--- src/hdl/pwm_duty_ramp_generator_macros.svh ---
// Assertion macros used by the ramp generator controller.
`ifndef PWM_DUTY_RAMP_GENERATOR_MACROS_SVH
`define PWM_DUTY_RAMP_GENERATOR_MACROS_SVH

// A condition at one edge requires a consequence at the next edge.
`define PDR_ASSERT_NEXT(label, clk, rst, cond, conseq) \
   label: assert property (@(posedge clk) disable iff (rst) (cond) |=> (conseq)) \
      else $error("next-cycle check failed");

// A condition at one edge requires a consequence at the same edge.
`define PDR_ASSERT_SAME(label, clk, rst, cond, conseq) \
   label: assert property (@(posedge clk) disable iff (rst) (cond) |-> (conseq)) \
      else $error("same-cycle check failed");

`endif

--- src/hdl/pdr_pkg.sv ---
package pdr_pkg;

   localparam int LEVEL_W    = 15;
   localparam int INTERVAL_W = 16;
   localparam int CMP_W      = 4;
   localparam int CH_W       = 2;
   localparam int RES_CNT_W  = 3;

   // 100 percent in Q7.8.
   localparam logic [LEVEL_W-1:0] FULL_LEVEL = 15'd25600;
   localparam int MAX_RESULTS = 4;

   // Division by 100 as multiplication by ceil(2^24 / 100), exact below 2^17.
   localparam int RECIP_W     = 18;
   localparam int RECIP_SHIFT = 24;
   localparam logic [RECIP_W-1:0] RECIP_MULT = 18'd167773;

   localparam logic [1:0] MODE_TICK  = 2'd0;
   localparam logic [1:0] MODE_START = 2'd1;
   localparam logic [1:0] MODE_SET   = 2'd2;

   typedef enum logic [2:0] {
      ST_IDLE,
      ST_DISPATCH,
      ST_VISIT,
      ST_FLUSH,
      ST_MUL,
      ST_DIV
   } pdr_state_type;

   typedef struct packed {
      logic load;
      logic dispatch;
      logic visit;
      logic flush;
      logic mul;
      logic div_load;
   } pdr_cmd_type;

   typedef struct packed {
      logic is_tick;
      logic cand;
      logic hold_valid;
      logic last_idx;
      logic out_free;
   } pdr_status_type;

   function automatic logic [LEVEL_W-1:0] sat_level(input logic [LEVEL_W-1:0] v);
      return (v > FULL_LEVEL) ? FULL_LEVEL : v;
   endfunction

endpackage

--- src/hdl/pdr_ctrl.sv ---
`include "pwm_duty_ramp_generator_macros.svh"

module pdr_ctrl
   import pdr_pkg::*;
(
   input  logic           clock,
   input  logic           reset,
   input  logic           req_valid,
   output logic           req_stall,
   input  pdr_status_type status,
   output pdr_cmd_type    cmd
);

   pdr_state_type state_ff, state_in;
   logic sweep_ff, sweep_in;

   always_ff @(posedge clock) begin
      if (reset) begin
         state_ff <= ST_IDLE;
         sweep_ff <= 1'b0;
      end else begin
         state_ff <= state_in;
         sweep_ff <= sweep_in;
      end
   end

   always_comb begin
      state_in = state_ff;
      sweep_in = sweep_ff;
      unique case (state_ff)
         ST_IDLE: begin
            if (req_valid) state_in = ST_DISPATCH;
         end
         ST_DISPATCH: begin
            if (status.is_tick) begin
               state_in = ST_VISIT;
               sweep_in = 1'b1;
            end else begin
               state_in = ST_FLUSH;
            end
         end
         ST_VISIT: begin
            if (status.last_idx) sweep_in = 1'b0;
            // A second result found pushes the held one to conversion first.
            if (status.cand && status.hold_valid) state_in = ST_MUL;
            else if (status.last_idx)             state_in = ST_FLUSH;
         end
         ST_FLUSH: begin
            state_in = status.hold_valid ? ST_MUL : ST_IDLE;
         end
         ST_MUL: begin
            state_in = ST_DIV;
         end
         ST_DIV: begin
            if (status.out_free) state_in = sweep_ff ? ST_VISIT : ST_FLUSH;
         end
         default: state_in = ST_IDLE;
      endcase
   end

   always_comb begin
      cmd       = '0;
      req_stall = 1'b1;
      unique case (state_ff)
         ST_IDLE: begin
            req_stall = 1'b0;
            cmd.load  = req_valid;
         end
         ST_DISPATCH: cmd.dispatch = 1'b1;
         ST_VISIT:    cmd.visit    = 1'b1;
         ST_FLUSH:    cmd.flush    = status.hold_valid;
         ST_MUL:      cmd.mul      = 1'b1;
         ST_DIV:      cmd.div_load = status.out_free;
         default: begin
            cmd       = '0;
            req_stall = 1'b1;
         end
      endcase
   end

   `PDR_ASSERT_NEXT(a_mul_then_div, clock, reset, state_ff == ST_MUL, state_ff == ST_DIV)
   `PDR_ASSERT_NEXT(a_push_converts, clock, reset,
      state_ff == ST_VISIT && status.cand && status.hold_valid, state_ff == ST_MUL)
   `PDR_ASSERT_NEXT(a_div_waits, clock, reset,
      state_ff == ST_DIV && !status.out_free, state_ff == ST_DIV)
   `PDR_ASSERT_SAME(a_flush_empty_done, clock, reset,
      cmd.flush, status.hold_valid && state_ff == ST_FLUSH)

endmodule

--- src/hdl/pdr_dpath.sv ---
module pdr_dpath
   import pdr_pkg::*;
#(
   parameter int NUM_CHANNELS = 4,
   parameter int PWM_PERIOD   = 10
) (
   input  logic                  clock,
   input  logic                  reset,
   input  pdr_cmd_type           cmd,
   output pdr_status_type        status,
   input  logic [1:0]            req_mode,
   input  logic [CH_W-1:0]       req_motor,
   input  logic [LEVEL_W-1:0]    req_start_level,
   input  logic [LEVEL_W-1:0]    req_target_level,
   input  logic [LEVEL_W-1:0]    req_step_size,
   input  logic [INTERVAL_W-1:0] req_interval_ticks,
   output logic                  rsp_valid,
   input  logic                  rsp_stall,
   output logic [CH_W-1:0]       rsp_channel,
   output logic [CMP_W-1:0]      rsp_compare_value,
   output logic [LEVEL_W-1:0]    rsp_duty_level,
   output logic                  rsp_last
);

   localparam int IDX_W  = (NUM_CHANNELS > 1) ? $clog2(NUM_CHANNELS) : 1;
   localparam int PROD_W = LEVEL_W + $clog2(PWM_PERIOD + 1);
   localparam int X_W    = PROD_W - 8;
   localparam int MULT_W = (X_W + RECIP_W > RECIP_SHIFT + CMP_W) ?
                           (X_W + RECIP_W) : (RECIP_SHIFT + CMP_W);

   // Per-channel ramp state.
   logic [LEVEL_W-1:0]    cur_ff  [NUM_CHANNELS];
   logic [LEVEL_W-1:0]    goal_ff [NUM_CHANNELS];
   logic [LEVEL_W-1:0]    step_ff [NUM_CHANNELS];
   logic [INTERVAL_W-1:0] ivl_ff  [NUM_CHANNELS];
   logic [INTERVAL_W-1:0] cnt_ff  [NUM_CHANNELS];
   logic                  act_ff  [NUM_CHANNELS];

   // Captured request.
   logic [1:0]            in_mode_ff;
   logic [CH_W-1:0]       in_motor_ff;
   logic [LEVEL_W-1:0]    in_start_ff;
   logic [LEVEL_W-1:0]    in_target_ff;
   logic [LEVEL_W-1:0]    in_step_ff;
   logic [INTERVAL_W-1:0] in_ivl_ff;

   logic [IDX_W-1:0]     idx_ff;
   logic [RES_CNT_W-1:0] res_cnt_ff;

   logic                 hold_valid_ff;
   logic [CH_W-1:0]      hold_ch_ff;
   logic [LEVEL_W-1:0]   hold_level_ff;
   logic [CH_W-1:0]      conv_ch_ff;
   logic [LEVEL_W-1:0]   conv_level_ff;
   logic                 conv_last_ff;
   logic [PROD_W-1:0]    prod_ff;

   logic                 rsp_valid_ff, rsp_valid_in;
   logic [CH_W-1:0]      rsp_channel_ff;
   logic [CMP_W-1:0]     rsp_compare_ff;
   logic [LEVEL_W-1:0]   rsp_level_ff;
   logic                 rsp_last_ff;

   logic [IDX_W-1:0]      m_idx;
   logic                  motor_ok;
   logic                  start_ok;
   logic                  set_ok;
   logic                  v_act;
   logic [INTERVAL_W-1:0] v_cnt1;
   logic                  v_due;
   logic [LEVEL_W-1:0]    v_cur;
   logic [LEVEL_W-1:0]    v_goal;
   logic [LEVEL_W-1:0]    v_step;
   logic [LEVEL_W:0]      v_sum;
   logic [LEVEL_W-1:0]    v_diff;
   logic [LEVEL_W-1:0]    v_new;
   logic                  v_stop;
   logic                  v_cand;
   logic [X_W-1:0]        quot_x;
   logic [MULT_W-1:0]     quot_mult;
   logic                  out_free;

   assign m_idx    = IDX_W'(in_motor_ff);
   assign motor_ok = (32'(in_motor_ff) < NUM_CHANNELS);
   assign start_ok = cmd.dispatch && (in_mode_ff == MODE_START) && motor_ok &&
                     (in_step_ff != '0);
   assign set_ok   = cmd.dispatch && (in_mode_ff == MODE_SET) && motor_ok;

   // Evaluation of the channel under visit.
   always_comb begin
      v_act  = act_ff[idx_ff];
      v_cnt1 = cnt_ff[idx_ff] + INTERVAL_W'(1);
      v_due  = (v_cnt1 >= ivl_ff[idx_ff]);
      v_cur  = cur_ff[idx_ff];
      v_goal = goal_ff[idx_ff];
      v_step = step_ff[idx_ff];
      v_sum  = {1'b0, v_cur} + {1'b0, v_step};
      v_diff = v_cur - v_goal;
      v_stop = 1'b0;
      if (v_cur < v_goal) begin
         v_new = (v_sum > {1'b0, v_goal}) ? v_goal : v_sum[LEVEL_W-1:0];
      end else if (v_cur > v_goal) begin
         v_new = (v_step >= v_diff) ? v_goal : (v_cur - v_step);
      end else begin
         v_new  = v_cur;
         v_stop = 1'b1;
      end
      v_cand = v_act && v_due && (res_cnt_ff < RES_CNT_W'(MAX_RESULTS));
   end

   always_ff @(posedge clock) begin
      if (reset) begin
         for (int i = 0; i < NUM_CHANNELS; i++) begin
            cur_ff[i]  <= '0;
            goal_ff[i] <= '0;
            step_ff[i] <= '0;
            ivl_ff[i]  <= '0;
            cnt_ff[i]  <= '0;
            act_ff[i]  <= 1'b0;
         end
      end else if (start_ok) begin
         cur_ff[m_idx]  <= in_start_ff;
         goal_ff[m_idx] <= in_target_ff;
         step_ff[m_idx] <= in_step_ff;
         ivl_ff[m_idx]  <= in_ivl_ff;
         cnt_ff[m_idx]  <= '0;
         act_ff[m_idx]  <= 1'b1;
      end else if (cmd.visit && v_act) begin
         if (v_due) begin
            cnt_ff[idx_ff] <= '0;
            cur_ff[idx_ff] <= v_new;
            if (v_stop) act_ff[idx_ff] <= 1'b0;
         end else begin
            cnt_ff[idx_ff] <= v_cnt1;
         end
      end
   end

   always_ff @(posedge clock) begin
      if (cmd.load) begin
         in_mode_ff   <= req_mode;
         in_motor_ff  <= req_motor;
         in_start_ff  <= sat_level(req_start_level);
         in_target_ff <= sat_level(req_target_level);
         in_step_ff   <= req_step_size;
         in_ivl_ff    <= req_interval_ticks;
      end
   end

   // Sweep position, result count and the held result.
   always_ff @(posedge clock) begin
      if (reset) begin
         idx_ff        <= '0;
         res_cnt_ff    <= '0;
         hold_valid_ff <= 1'b0;
      end else begin
         if (cmd.dispatch) begin
            idx_ff     <= '0;
            res_cnt_ff <= '0;
            if (start_ok || set_ok) hold_valid_ff <= 1'b1;
         end else if (cmd.visit) begin
            idx_ff <= idx_ff + IDX_W'(1);
            if (v_cand) begin
               res_cnt_ff    <= res_cnt_ff + RES_CNT_W'(1);
               hold_valid_ff <= 1'b1;
            end
         end else if (cmd.flush) begin
            hold_valid_ff <= 1'b0;
         end
      end
   end

   always_ff @(posedge clock) begin
      if (cmd.dispatch) begin
         hold_ch_ff    <= in_motor_ff;
         hold_level_ff <= in_start_ff;
      end else if (cmd.visit && v_cand) begin
         hold_ch_ff    <= CH_W'(idx_ff);
         hold_level_ff <= v_new;
      end
      if ((cmd.visit && v_cand && hold_valid_ff) || cmd.flush) begin
         conv_ch_ff    <= hold_ch_ff;
         conv_level_ff <= hold_level_ff;
         conv_last_ff  <= cmd.flush;
      end
      if (cmd.mul) prod_ff <= PROD_W'(conv_level_ff) * PROD_W'(PWM_PERIOD);
   end

   // compare = floor(level * PWM_PERIOD / 256 / 100).
   assign quot_x    = prod_ff[PROD_W-1:8];
   assign quot_mult = MULT_W'(quot_x) * MULT_W'(RECIP_MULT);

   assign out_free = !rsp_valid_ff || !rsp_stall;

   always_comb begin
      rsp_valid_in = rsp_valid_ff;
      if (cmd.div_load)             rsp_valid_in = 1'b1;
      else if (rsp_valid_ff && !rsp_stall) rsp_valid_in = 1'b0;
   end

   always_ff @(posedge clock) begin
      if (reset) rsp_valid_ff <= 1'b0;
      else       rsp_valid_ff <= rsp_valid_in;
   end

   always_ff @(posedge clock) begin
      if (cmd.div_load) begin
         rsp_channel_ff <= conv_ch_ff;
         rsp_compare_ff <= quot_mult[RECIP_SHIFT +: CMP_W];
         rsp_level_ff   <= conv_level_ff;
         rsp_last_ff    <= conv_last_ff;
      end
   end

   assign rsp_valid         = rsp_valid_ff;
   assign rsp_channel       = rsp_channel_ff;
   assign rsp_compare_value = rsp_compare_ff;
   assign rsp_duty_level    = rsp_level_ff;
   assign rsp_last          = rsp_last_ff;

   always_comb begin
      status            = '0;
      status.is_tick    = (in_mode_ff == MODE_TICK);
      status.cand       = v_cand;
      status.hold_valid = hold_valid_ff;
      status.last_idx   = (idx_ff == IDX_W'(NUM_CHANNELS - 1));
      status.out_free   = out_free;
   end

endmodule

--- src/hdl/pwm_duty_ramp_generator.sv ---
// Four-channel PWM duty ramp generator. Duties are unsigned Q7.8 percent
// (25600 is full on). A tick (mode 0) sweeps the channels one per cycle
// while no held result is being converted, advances each active ramp's
// interval counter, steps due ramps toward their target and reports each
// stepped channel with its PWM compare value floor(duty * PWM_PERIOD /
// 25600); at most four results per tick. Mode 1 loads and starts a ramp
// and reports its start duty, mode 2 reports a duty directly. The block
// handles one request at a time, held by the channel sweep and by the
// multiply pipeline (product register, then output register) that
// converts each duty into a compare value. A finished result waits in an
// output register, so the next request is taken while it is still pending.
module pwm_duty_ramp_generator
   import pdr_pkg::*;
#(
   parameter int NUM_CHANNELS = 4,
   parameter int PWM_PERIOD   = 10
) (
   input  logic                  clock,
   input  logic                  reset,
   input  logic                  req_valid,
   output logic                  req_stall,
   input  logic [1:0]            req_mode,
   input  logic [CH_W-1:0]       req_motor,
   input  logic [LEVEL_W-1:0]    req_start_level,
   input  logic [LEVEL_W-1:0]    req_target_level,
   input  logic [LEVEL_W-1:0]    req_step_size,
   input  logic [INTERVAL_W-1:0] req_interval_ticks,
   output logic                  rsp_valid,
   input  logic                  rsp_stall,
   output logic [CH_W-1:0]       rsp_channel,
   output logic [CMP_W-1:0]      rsp_compare_value,
   output logic [LEVEL_W-1:0]    rsp_duty_level,
   output logic                  rsp_last
);

   pdr_cmd_type    cmd;
   pdr_status_type status;

   pdr_ctrl u_ctrl (
      .clock     (clock),
      .reset     (reset),
      .req_valid (req_valid),
      .req_stall (req_stall),
      .status    (status),
      .cmd       (cmd)
   );

   pdr_dpath #(
      .NUM_CHANNELS (NUM_CHANNELS),
      .PWM_PERIOD   (PWM_PERIOD)
   ) u_dpath (
      .clock              (clock),
      .reset              (reset),
      .cmd                (cmd),
      .status             (status),
      .req_mode           (req_mode),
      .req_motor          (req_motor),
      .req_start_level    (req_start_level),
      .req_target_level   (req_target_level),
      .req_step_size      (req_step_size),
      .req_interval_ticks (req_interval_ticks),
      .rsp_valid          (rsp_valid),
      .rsp_stall          (rsp_stall),
      .rsp_channel        (rsp_channel),
      .rsp_compare_value  (rsp_compare_value),
      .rsp_duty_level     (rsp_duty_level),
      .rsp_last           (rsp_last)
   );

endmodule

--- config.mk ---
export PLATFORM = sky130hd
export DESIGN_NAME = pwm_duty_ramp_generator
export DESIGN_NICKNAME = d
export VERILOG_FILES = /design/src/hdl/pdr_pkg.sv /design/src/hdl/pdr_ctrl.sv /design/src/hdl/pdr_dpath.sv /design/src/hdl/pwm_duty_ramp_generator.sv
export VERILOG_INCLUDE_DIRS = /design/src /design/src/hdl
export SDC_FILE = /design/constraint.sdc
export NUM_CORES = 1
export LEC_CHECK = 0
export BUFFER_PORTS_ARGS = -buffer_cell sky130_fd_sc_hd__buf_2
export CAP_MARGIN = 20
export CORE_ASPECT_RATIO = 0.9
export CORE_MARGIN = 2
export CORE_UTILIZATION = 60
export CTS_CLUSTER_SIZE = 24
export DETAILED_ROUTE_END_ITERATION = 6
export GPL_TIMING_DRIVEN = 1
export PLACE_DENSITY = 0.77
export SLEW_MARGIN = 15
export SYNTH_ARGS = -nofsm -noshare
export SYNTH_HDL_FRONTEND = slang
export SYNTH_HIERARCHICAL = 1
export SYNTH_SLANG_ARGS = --single-unit
--- constraint.sdc ---
create_clock -name clock -period 8.7 [get_ports clock]
set_input_delay 0.435 -clock clock [delete_from_list [all_inputs] [get_ports clock]]
set_output_delay 0.435 -clock clock [all_outputs]
set_load 0.05 [all_outputs]
After elaboration in Yosys (flattened, before gate mapping)
Memories as Yosys holds them, arrays and structs flattened. A register that Yosys moved wholly into a read port is not among the register bits.
Cells that the tools add are included.
Storage, ports and cells
  bits in registers: 151
  bits in latches: 0
  bits in writable memories: 312
  bits in read-only memories: 0
  bits of input ports: 69
  memories: 6
Operators by class
  add/subtract/negate cells: 6
  multipliers: 2
  divide/modulo/power cells: 0
  magnitude comparators: 8
  equal/unequal tests: 15
  shift operators: 0
  muxes and demuxes: 96
  bitwise logic cells: 1
  reduce and logical (&&, ||, !) cells: 36
Memory list
  u_dpath.cnt_ff: words 4, bits a word 16, read ports 1, clocked after memory_dff 1, write ports 4, RTL line pdr_dpath.sv:36  | logic [INTERVAL_W-1:0] cnt_ff [NUM_CHANNELS];
  u_dpath.ivl_ff: words 4, bits a word 16, read ports 1, clocked after memory_dff 1, write ports 4, RTL line pdr_dpath.sv:35  | logic [INTERVAL_W-1:0] ivl_ff [NUM_CHANNELS];
  u_dpath.cur_ff: words 4, bits a word 15, read ports 1, clocked after memory_dff 1, write ports 4, RTL line pdr_dpath.sv:32  | logic [LEVEL_W-1:0] cur_ff [NUM_CHANNELS];
  u_dpath.goal_ff: words 4, bits a word 15, read ports 1, clocked after memory_dff 1, write ports 4, RTL line pdr_dpath.sv:33  | logic [LEVEL_W-1:0] goal_ff [NUM_CHANNELS];
  u_dpath.step_ff: words 4, bits a word 15, read ports 1, clocked after memory_dff 1, write ports 4, RTL line pdr_dpath.sv:34  | logic [LEVEL_W-1:0] step_ff [NUM_CHANNELS];
  u_dpath.act_ff: words 4, bits a word 1, read ports 1, clocked after memory_dff 1, write ports 4, RTL line pdr_dpath.sv:37  | logic act_ff [NUM_CHANNELS];
Operator list (number)
  $mux W15: 10
  $mux W16: 4
  $reduce_or A15 Y1: 4
  $mux W1: 52
  $reduce_or A16 Y1: 3
  $mux W2: 23
  $gt A15 B15 Y1 const B: 2
  $sub A15 B15 Y15: 2
  $mul A11 B18 Y28 const B: 1
  $mul A15 B3 Y18 const B: 1
  $pmux W3 S6: 1
  $add A15 B15 Y16: 1
  $add A16 B1 Y16 const B: 1
  $ge A16 B16 Y1: 1
  $gt A16 B15 Y1: 1
  $ge A15 B15 Y1: 1
  $gt A15 B15 Y1: 1
  $lt A15 B15 Y1: 1
  $mux W3: 5
  $reduce_bool A15 Y1: 1
  $logic_and A1 B1 Y1: 10
  $reduce_and A3 Y1: 3
  $ne A2 B2 Y1 const B: 4
  $eq A3 B2 Y1 const B: 2
  20 further kinds: 29

Depth between registers and ports, before layout
  word-level depth: 11
  gate-level depth with buffers: 25
  gate-level depth less buffers: 21

Modules after synthesis
The synthesis kept the hierarchy.
Modules (own cells, without submodules)
  pdr_dpath: times used 1, cells each 2132, area an instance 26689.3 um^2, sequential area each 13543.0 um^2
  pdr_ctrl: times used 1, cells each 36, area an instance 295.3 um^2, sequential area each 80.1 um^2

Worst setup path before layout
OpenSTA, ideal clock, no wires.
  path type: register to register
  from: register (tool-made name)
  to: memory u_dpath.cur_ff[0][5] (data pin)
  library setup time: 267 ps
  data arrival time: 5930 ps
  required time: 8433 ps
  slack: 2502 ps
  cell stages (with the launch flop): 24
  path buffers: 6
  clock period less this slack: 6198 ps
  cell sequence: dfxtp_1 buf_2 buf_4 buf_8 buf_2 buf_2 mux4_2 inv_1 ha_1 buf_6 nor3b_2 o31a_1 o41ai_4 or2b_2 xnor2_1 ha_1 nand4_1 or3_1 nor2_2 nor3_1 nor4_4 mux2_4 a221oi_2 nor3_1
RTL lines (RTL line)
  end: declaration: pdr_dpath.sv:32

==> impl_metrics.json <==
{
  "status": "completed",
  "synth_top_cells_by_count": "445 x edfxtp_1, 240 x inv_1, 202 x ha_1",
  "root_buffer": "clkbuf_16",
  "path_class": "flop to flop",
  "grt_pass1_wl_um": 100900,
  "yosys_register_bits": 458,
  "htreeDepth": 2,
  "finalSetupViolCount": 0,
  "cap_violations": 0,
  "drv_slew": 0,
  "gp_congestion": 0.9895,
  "startpoint_type": "flop",
  "synthTopCellsByArea": "edfxtp_1 50%, ha_1 9.4%, mux4_2 6.3%",
  "crit_path_max_fanout": 31,
  "grt_max_degree": 53,
  "grt_usage": 0.2883,
  "clk_pin_slew_worst_paths_ns": 0.06,
  "rrSetupSlack_ns": 1.78,
  "regToRegEndpoint": "u_dpath/cur_ff[2][5]",
  "synth_area_per_cell_um2": 12.45,
  "initial_core_util": 0.6092,
  "avgRoutedWirePerCell_um": 22.47,
  "leakagePower_nw": 12.23,
  "arrival_ns": 7.22,
  "nets": 2606,
  "synth_nets": 2503,
  "ant_nets": 0,
  "async_reset_ff_frac": 0,
  "crit_path_end_kind": "flop",
  "r2r_cells": 18,
  "hold_class": "input port to flop",
  "synth-warning-count": 6,
  "yosysTopAreaCellShare": 0.4952,
  "fp.dieW_um": 227.5,
  "cts_resized": 0,
  "cts_buffers": 48,
  "ir_drop_mv": 0.1918,
  "power_density_mw_per_mm2": 254.5,
  "place.port_buffers": 92,
  "pre_cts_slack_ns": 1.872,
  "cts_hold_buf": 36,
  "fin_ws_ns": 1.780,
  "postSynthCellCount": 2168,
  "ios": 93,
  "layout.area.seq_mm2": 0.01363,
  "grt.overflow.total": 0,
  "multi_input_area_mm2": 0.01192,
  "tns_ns": 0,
  "antenna_found_initial": 0,
  "drive_above_1_share": 0.1370,
  "cts_tree": "built",
  "viasPerCell": 6.171,
  "syn_area_mm2": 0.02698,
  "rows": 73,
  "finClkSkew_ns": 0.03585,
  "max_slew_margin": 0.3187,
  "synth_edf_count": 445,
  "clockBufferDepth": 3,
  "yosysSeqAreaShare": 0.5048,
  "hold_depth": 1,
  "worstHoldStart": "req_mode[1]",
  "route.detailed.drc": 0,
  "whs_endpoint": "u_dpath/in_mode_ff[1]",
  "die-area_mm2": 0.04669,
  "synth.distinct_cells": 94,
  "firstDrtPassIters": 7,
  "wl_um": 65350,
  "dieHeight_um": 205.2,
  "synth_ff_type": "edfxtp_1",
  "post-dp-hpwl_um": 44510,
  "clk_latency_ns": 0.62,
  "worst_pin_slew_ns": 1.011,
  "cp.required_ns": 9.00,
  "coreArea_mm2": 0.04430,
  "fin_crit_sh": 0.7954,
  "vias": 17950,
  "area_delta_synth_final_pct": 10.33,
  "period_needed_ns": 6.920,
  "drt_iter0_drc": 2026,
  "nFillCells": 3196,
  "grt_pass1_vias": 18060,
  "yosys.area.top_type": "edfxtp_1",
  "report.final.hold_viol_count": 0,
  "fmax_mhz": 144.5,
  "clock-sinks": 458,
  "synthMostInstantiatedCell": "edfxtp_1",
  "rsz0062_at_grt": "false",
  "cts_setup_buffers": 0
}
## per-stage QoR
stage	power, mW	utilization	cells	hold WS, ns	area, µm²
5_1_grt	7.979	0.6720	2907	0.005058	29770
6_report	7.576	0.6721	2908	0.01931	29770
3_3_place_gp	5.483	0.6287	2784	0.4043	27850
2_1_floorplan	4.842	-	2168	0.4003	26980
3_5_place_dp	5.543	0.6287	2784	0.4045	27850
4_1_cts	7.574	0.6717	2906	0.002124	29750
## cell usage in the layout (no fill, tap or decap), types with 21 or more instances in the layout
cell type	Yosys	routed
nand3_1	29	29
xnor2_1	34	34
nand2_1	94	94
and3_1	100	100
buf_4	10	24
nor2_1	139	135
xor2_1	22	22
dlygate4sd3_1	0	36
o21ai_0	50	50
ha_1	202	202
inv_1	240	240
clkbuf_16	0	48
mux4_2	75	75
a21o_1	24	24
o211ai_1	21	21
nor2b_1	31	31
edfxtp_1	445	445
nor3_1	41	38
buf_2	11	92
a21oi_1	80	80
and2_1	106	106
fa_1	64	64
## worst max-delay path, stage by stage, from the launching register on
cell and delay, ns:
dfxtp_4 0.81, buf_4 0.62, mux4_2 0.67, ha_1 0.46
nand2b_1 0.15, a21oi_1 0.10, or3_2 0.47, a21oi_1 0.17
or3_1 0.16, nand2_1 0.06, ha_1 0.31, nand3_1 0.17
or3_1 0.38, nor2_2 0.25, nor3_1 0.18, nor4_4 0.70
mux2_4 0.37, a221oi_2 0.40, nor3_1 0.11
## power by group
part	total (mW)	switching, mW	internal (mW)
registers	2.95	0.169	2.78
logic	2.62	1.63	0.987
clock network	2.01	0.865	1.14
## layout make-up
type / count / area share
diodes: 1 / 0.00008405
clock buffers: 66 / 0.04362
clock inverters: 20 / 0.008195
inverters: 241 / 0.03039
multi-input cells: 1369 / 0.4005
flip-flops and latches: 458 / 0.4578
well taps: 600 / 0.02522
repair buffers: 153 / 0.03413
## layer usage
| layer | GRT usage | share of wire |
|---|---|---|
| met2 | 0.4509 | 0.46 |
| met3 | 0.05698 | 0.095 |
| met4 | 0.09711 | 0.029 |
| met5 | 0 | 0 |
| met1 | 0.4074 | 0.42 |
## worst max path at each step
stage | start | endpoint | slack (ns) | depth (start not counted)
after floorplan | flop | u_dpath/cur_ff[0][5] | 2.50 | 23
after global placement | flop | u_dpath/cur_ff[1][5] | 2.04 | 18
final | flop | u_dpath/cur_ff[2][5] | 1.78 | 18
after CTS | flop | u_dpath/cur_ff[2][5] | 1.83 | 18
after detailed placement | flop | u_dpath/cur_ff[2][5] | 1.87 | 18
after global routing | flop | u_dpath/cur_ff[2][5] | 1.42 | 18
## sequential cells by signal (all words and copies together) (netlist names), 3 cells and up, named ones only
register and cells:
u_dpath/act_ff 4, u_dpath/cur_ff 60, u_dpath/in_target_ff 15, u_dpath/rsp_compare_value 4
u_ctrl/state_ff 3, u_dpath/rsp_duty_level 15, u_dpath/res_cnt_ff 3, u_dpath/cnt_ff 64
u_dpath/ivl_ff 64, u_dpath/hold_level_ff 15, u_dpath/goal_ff 60, u_dpath/in_ivl_ff 16
u_dpath/prod_ff 11, u_dpath/step_ff 60, u_dpath/in_step_ff 15, u_dpath/in_start_ff 15
u_dpath/conv_level_ff 15
## logic make-up after synthesis
group,after synthesis,share of synthesized area
flops,458,0.5048
simple gates,641,0.1283
mux,92,0.06988
buf+inv,341,0.05527
compound gates,314,0.08235
xor+xnor,56,0.01818
fa+ha+maj,266,0.1411
Power figures use the tool's default switching activity.
